$ cat src/design/brsr_pkg.sv
`timescale 1ns / 1ps
`default_nettype none

package brsr_pkg;

    // Field widths of the request and response payloads.
    localparam int FUNC_W  = 3;
    localparam int X_W     = 7;
    localparam int Y_W     = 5;
    localparam int COLOR_W = 4;

    // Configuration register widths.
    localparam int CW_W = 8;
    localparam int CH_W = 6;
    localparam int BR_W = 2;

    // Squared distance fits in 15 bits: 127*127 + 31*31 is below 2**15.
    localparam int ROOT_W = 15;

    // Signed plotting coordinates and error terms.
    localparam int COORD_W = 10;
    localparam int ERR_W   = 12;

    localparam int PADDR_W = 4;
    localparam int PDATA_W = 32;

    localparam int DEF_MAX_WIDTH    = 128;
    localparam int DEF_MAX_HEIGHT   = 32;
    localparam int DEF_NEWTON_STEPS = 20;

    localparam logic [CW_W-1:0]    RST_WIDTH  = 8'd79;
    localparam logic [CH_W-1:0]    RST_HEIGHT = 6'd18;
    localparam logic [BR_W-1:0]    RST_BRUSH  = 2'd1;
    localparam logic [COLOR_W-1:0] RST_BG     = 4'd15;

    typedef logic signed [COORD_W-1:0] t_coord;
    typedef logic signed [ERR_W-1:0]   t_err;

    typedef enum logic [FUNC_W-1:0] {
        FN_STAMP  = 3'd0,
        FN_LINE   = 3'd1,
        FN_RECT   = 3'd2,
        FN_CIRCLE = 3'd3,
        FN_CLEAR  = 3'd4,
        FN_READ   = 3'd5
    } t_func;

    typedef enum logic [1:0] {
        REG_WIDTH  = 2'd0,
        REG_HEIGHT = 2'd1,
        REG_BRUSH  = 2'd2,
        REG_BG     = 2'd3
    } t_reg;

endpackage

`default_nettype wire

$ cat src/design/brsr_sqrt.sv
`timescale 1ns / 1ps
`default_nettype none

// Newton integer square root; each step runs a restoring divider one
// quotient bit per cycle and then averages.
module brsr_sqrt import brsr_pkg::*; #(
    parameter int NEWTON_STEPS = DEF_NEWTON_STEPS
) (
    input  wire logic              i_clk,
    input  wire logic              i_rst_n,
    input  wire logic              i_start,
    input  wire logic [ROOT_W-1:0] i_value,
    output logic                   o_done,
    output logic [ROOT_W-1:0]      o_root
);

    localparam int SC_W = (NEWTON_STEPS > 1) ? $clog2(NEWTON_STEPS) : 1;
    localparam int BI_W = $clog2(ROOT_W);

    typedef enum logic [1:0] {S_IDLE, S_DIV, S_AVG} t_state;

    t_state            r_state;
    logic              r_done;
    logic [ROOT_W-1:0] r_v;
    logic [ROOT_W-1:0] r_r;
    logic [ROOT_W-1:0] r_q;
    logic [ROOT_W-1:0] r_rem;
    logic [BI_W-1:0]   r_bit;
    logic [SC_W-1:0]   r_step;

    logic [ROOT_W:0]   rem_sh;
    logic [ROOT_W:0]   rem_diff;
    logic              rem_ge;
    logic [ROOT_W:0]   avg_sum;

    always_comb begin
        rem_sh   = {r_rem, r_v[r_bit]};
        rem_ge   = rem_sh >= {1'b0, r_r};
        rem_diff = rem_sh - {1'b0, r_r};
        avg_sum  = {1'b0, r_r} + {1'b0, r_q};
    end

    always_ff @(posedge i_clk) begin
        if (!i_rst_n) begin
            r_state <= S_IDLE;
            r_done  <= 1'b0;
        end else begin
            r_done <= 1'b0;
            unique case (r_state)
                S_IDLE: begin
                    if (i_start) begin
                        r_v    <= i_value;
                        r_r    <= i_value;
                        r_step <= '0;
                        r_rem  <= '0;
                        r_q    <= '0;
                        r_bit  <= BI_W'(ROOT_W - 1);
                        if (i_value == '0) begin
                            r_done <= 1'b1;
                        end else begin
                            r_state <= S_DIV;
                        end
                    end
                end
                S_DIV: begin
                    r_rem <= rem_ge ? rem_diff[ROOT_W-1:0] : rem_sh[ROOT_W-1:0];
                    r_q   <= {r_q[ROOT_W-2:0], rem_ge};
                    if (r_bit == '0) begin
                        r_state <= S_AVG;
                    end else begin
                        r_bit <= r_bit - 1'b1;
                    end
                end
                S_AVG: begin
                    r_r <= avg_sum[ROOT_W:1];
                    if (r_step == SC_W'(NEWTON_STEPS - 1)) begin
                        r_done  <= 1'b1;
                        r_state <= S_IDLE;
                    end else begin
                        r_step  <= r_step + 1'b1;
                        r_rem   <= '0;
                        r_q     <= '0;
                        r_bit   <= BI_W'(ROOT_W - 1);
                        r_state <= S_DIV;
                    end
                end
                default: r_state <= S_IDLE;
            endcase
        end
    end

    assign o_done = r_done;
    assign o_root = r_r;

endmodule

`default_nettype wire

$ cat config.mk
export PLATFORM = sky130hd
export DESIGN_NAME = brsr_sqrt
export DESIGN_NICKNAME = d
export VERILOG_FILES = /design/src/design/brsr_pkg.sv /design/src/design/brsr_sqrt.sv
export SDC_FILE = /design/constraint.sdc
export NUM_CORES = 1
export LEC_CHECK = 0
export CORE_UTILIZATION = 35
export CTS_CLUSTER_DIAMETER = 80
export DETAILED_ROUTE_END_ITERATION = 12
export DONT_BUFFER_PORTS = 1
export PLACE_DENSITY_LB_ADDON = 0.2
export SETUP_SLACK_MARGIN = 0.05
export SYNTH_ARGS = -nofsm -noshare
export SYNTH_HDL_FRONTEND = slang
export SYNTH_SLANG_ARGS = --single-unit
$ cat constraint.sdc
create_clock -name i_clk -period 8.57 [get_ports i_clk]
set_clock_uncertainty 0.1 [all_clocks]
set_input_delay 2.571 -clock i_clk [delete_from_list [all_inputs] [get_ports i_clk]]
set_output_delay 2.571 -clock i_clk [all_outputs]
set_load 0.1 [all_outputs]
==> flow_metrics.py <==
metrics = {
    "clock_tree": {
        "post_cts_hold_buffer_count": 0,
        "worst_skew_pair.late_latency_ns": 0.33,
        "h-tree-depth": 3,
        "cts.clk_slew.worst_paths_ns": 0.06,
        "cts_inserted_buffers": 9,
        "cts_tree": "yes",
        "root_buffer": "sky130_fd_sc_hd__clkbuf_16",
        "postCtsResizedCells": 0,
        "cts_num_sinks": 72,
        "postCtsSetupBuffers": 0,
        "ctsLongestPathBuffers": 2,
    },
    "place": {
        "dp_worst_setup_slack_ns": 4.36,
        "port_buffers": 0,
        "placedInstanceArea_sq_mm": 0.00469,
        "post-dp-hpwl_um": 7720,
        "gp_routability_congestion": 0.834,
    },
    "routing": {
        "drt_wl_total_um": 10700,
        "drt-vias-per-instance": 5.44,
        "drc": 0,
        "detail_route.first_pass.iterations": 4,
        "drt.antenna.violating_nets": 0,
        "route.vias.total": 3310,
        "detailedRoute.firstIterationViolations": 228,
        "avgRoutedWirePerCell_um": 17.6,
    },
    "synth": {
        "postSynthNetCount": 483,
        "synth_top_area_share_pct": 45.9,
        "mappedNetlistArea_sq_mm": 0.00451,
        "synth-seq-cells": 72,
        "seq_area_frac_synth_pct": 47.3,
        "most_used_flip_flop_cell_after_synthesis": "sky130_fd_sc_hd__edfxtp_1",
        "asyncSetResetFlopFracSynth_pct": 0,
        "synth_warnings": 0,
        "synth.largest_area_cell": "sky130_fd_sc_hd__edfxtp_1",
        "syn_area_per_cell_sq_um": 10.4,
        "post_synth_inst_count": 432,
        "synth_edf_count": 69,
        "synthTopCellsByArea": "sky130_fd_sc_hd__edfxtp_1 (46%), sky130_fd_sc_hd__ha_1 (8.6%), sky130_fd_sc_hd__nand2_1 (3.5%), sky130_fd_sc_hd__a21oi_1 (3.0%), sky130_fd_sc_hd__o21ai_0 (2.6%)",
        "synthDistinctLibCells": 58,
    },
    "sta": {
        "finalWorstPathRequiredPeriod_ns": 4.05,
        "transition_time_of_the_tightest_slew_check_pin_ns": 1.05,
        "max_clock_freq_mhz": 247,
        "min_setup_slack_post_route_ns": 4.52,
        "slew_headroom_pct": 29.8,
        "final-max-slew-violation-count": 0,
        "finalSetupTns_ns": 0,
        "unrepaired_setup_endpoints_after_global_routing": "false",
        "final_min_period_over_clock_period_pct": 47.3,
        "timing.final.setup_violations": 0,
        "worst_hold_slack_across_all_endpoints_ns": 0.470,
        "hold_violations": 0,
    },
    "power_and_ir_drop": {
        "p_clk_share_pct": 38.0,
        "internal_power_uw": 690,
        "p_leak_uw": 0.00190,
        "power.share.combinational_pct": 15.8,
        "power.ir.vdd_worst_v": 0.0000887,
        "powerDensity_mw_per_mm2": 192,
        "power.share.sequential_pct": 46.2,
        "power_switching_uw": 263,
        "power.share.switching_pct": 27.6,
    },
    "setup_path": {
        "worst-path-max-fanout": 3,
        "crit_arrival_ns": 1.38,
        "endpoint_kind": "primary output",
        "worst-setup-path-type": "flip-flop to primary output",
        "setup.worst_path.start_class": "flip-flop",
        "critical_path_required_ns": 5.90,
    },
    "floorplan": {
        "die_area_sq_mm": 0.0133,
        "core_area_sq_mm": 0.0126,
        "floorplan.initialDensity_pct": 35.8,
        "horizontal_extent_of_the_die_um": 116,
        "std_cell_rows": 41,
        "die_height_um": 116,
        "pin_count": 34,
    },
    "status": {
        "outcome": "completed",
    },
    "final_layout": {
        "finalNetCount": 483,
        "post-route-cell-area_sq_mm": 0.00497,
        "area_growth_pct": 10.1,
        "filler_cell_count": 1260,
        "fraction_of_layout_instances_using_a_drive_strength_above_1_pct": 6.19,
        "n_antenna_cell": 0,
        "multi_input_comb_area_sq_mm": 0.00223,
        "finalCoreUtilization_pct": 39.4,
        "sequential_cell_area_sq_mm": 0.00213,
    },
    "min_path": {
        "hold_crit_path_type": "flip-flop to flip-flop",
    },
    "grt": {
        "antenna_found_initial": 0,
        "grt_pass1_vias": 3219,
        "globalRoute.totalOverflow": 0,
        "grt_pass1_wl_um": 17300,
        "groute.usage.overall_pct": 17.4,
        "maximum_number_of_pins_on_one_net_before_global_route_repair": 33,
    },
    "run": {
        "max-cap-violations": 0,
    },
}
[worst reg2reg max path: cells and delay by family, from the launching register on]
| family | cells | cell delay, ns |
|---|---|---|
| AOI/OAI and AO/OA | 5 | 1.06 |
| adders and majority gates | 2 | 0.60 |
| DFF | 1 | 0.53 |
| muxes | 2 | 0.48 |
| and+or+nand+nor | 2 | 0.88 |
[cells in the mapped netlist (all sizes together) (2+ instances only)]
cell type / count
nand2: 42
mux4: 3
and2: 17
or3: 3
nand3b: 3
nor2b: 5
edfxtp: 69
o2111ai: 3
a21oi: 29
buf: 6
a31oi: 4
nor2: 30
a21o: 9
nand4: 5
a21bo: 2
dfxtp: 3
ha: 31
xor2: 9
clkbuf: 9
and3: 5
or4: 3
o21a: 12
nand3: 15
nor3: 11
inv: 21
o22a: 2
mux2i: 3
xnor2: 7
a21boi: 2
a211oi: 7
o21ai: 24
nor4: 4
o211ai: 3
o2111a: 2
nand2b: 7
fa: 2
o31ai: 4
[layer usage]
| metal | up-vias | track usage, % | wire length (um) |
|---|---|---|---|
| li1 | 1609 | - | - |
| met1 | 1606 | 23.4 | 5010 |
| met2 | 84 | 27.5 | 4930 |
| met3 | 11 | 4.50 | 583 |
| met4 | 0 | 5.37 | 148 |
| met5 | - | 0 | 0 |
[cells by family after synthesis]
| family | share of synthesized area (%) |
|---|---|
| muxes | 2.41 |
| buffers and inverters | 3.49 |
| AOI/OAI and AO/OA | 17.1 |
| adders and majority gates | 9.48 |
| xor gates and xnor gates | 3.11 |
| and+or+nand+nor | 17.2 |
| DFF | 47.3 |
[cell type report]
class | instances | share of cell area [%]
multi-input combinational | 324 | 45.0
sequential | 72 | 42.9
clock buffer | 10 | 4.61
tap | 172 | 4.33
inverter | 21 | 1.59
clock inverter | 5 | 0.982
timing repair buffer | 4 | 0.605
[power by group through the flow]
stage,combinational [uW],clock [uW],sequential [uW]
floorplan,123,0,441
global placement,150,0,448
detailed placement,151,0,448
CTS,152,369,441
global route,170,385,443
finish,151,362,441
[per-stage QoR]
step / instances / total power (uW)
2_1_floorplan: 432 / 564
3_3_place_gp: 593 / 598
3_5_place_dp: 593 / 599
4_1_cts: 608 / 962
5_1_grt: 608 / 998
6_report: 608 / 953
[sequential cells by signal, indices dropped and copies added (netlist names)]
signal   cells
r_q         15
o_root      15
r_bit        4
o_done       1
r_v         15
r_step       5
r_state      2
r_rem       15
[worst paths after layout]
kind / slack [ns] / to / startpoint / depth (start not counted)
worst max register to register: 4.76 / r_rem[12] / r_bit[0] / 11
worst max-delay path: 4.52 / o_root[10] / o_root[10] / 0
worst min-delay path: 0.47 / r_q[11] / r_q[10] / 1
worst min register to register: 0.47 / r_q[11] / r_q[10] / 1
[cells in the final DEF (no fill, tap or decap), drive strengths merged, types with 5 or more instances in the layout]
| master | n |
|---|---|
| edfxtp | 69 |
| nand2 | 42 |
| ha | 31 |
| nor2 | 30 |
| a21oi | 29 |
| o21ai | 24 |
| inv | 21 |
| and2 | 17 |
| nand3 | 15 |
| o21a | 12 |
| nor3 | 11 |
| clkbuf | 10 |
| a21o | 9 |
| xor2 | 9 |
| nand2b | 7 |
| a211oi | 7 |
| xnor2 | 7 |
| nor2b | 5 |
| and3 | 5 |
| nand4 | 5 |
Power figures use the tool's default switching activity.
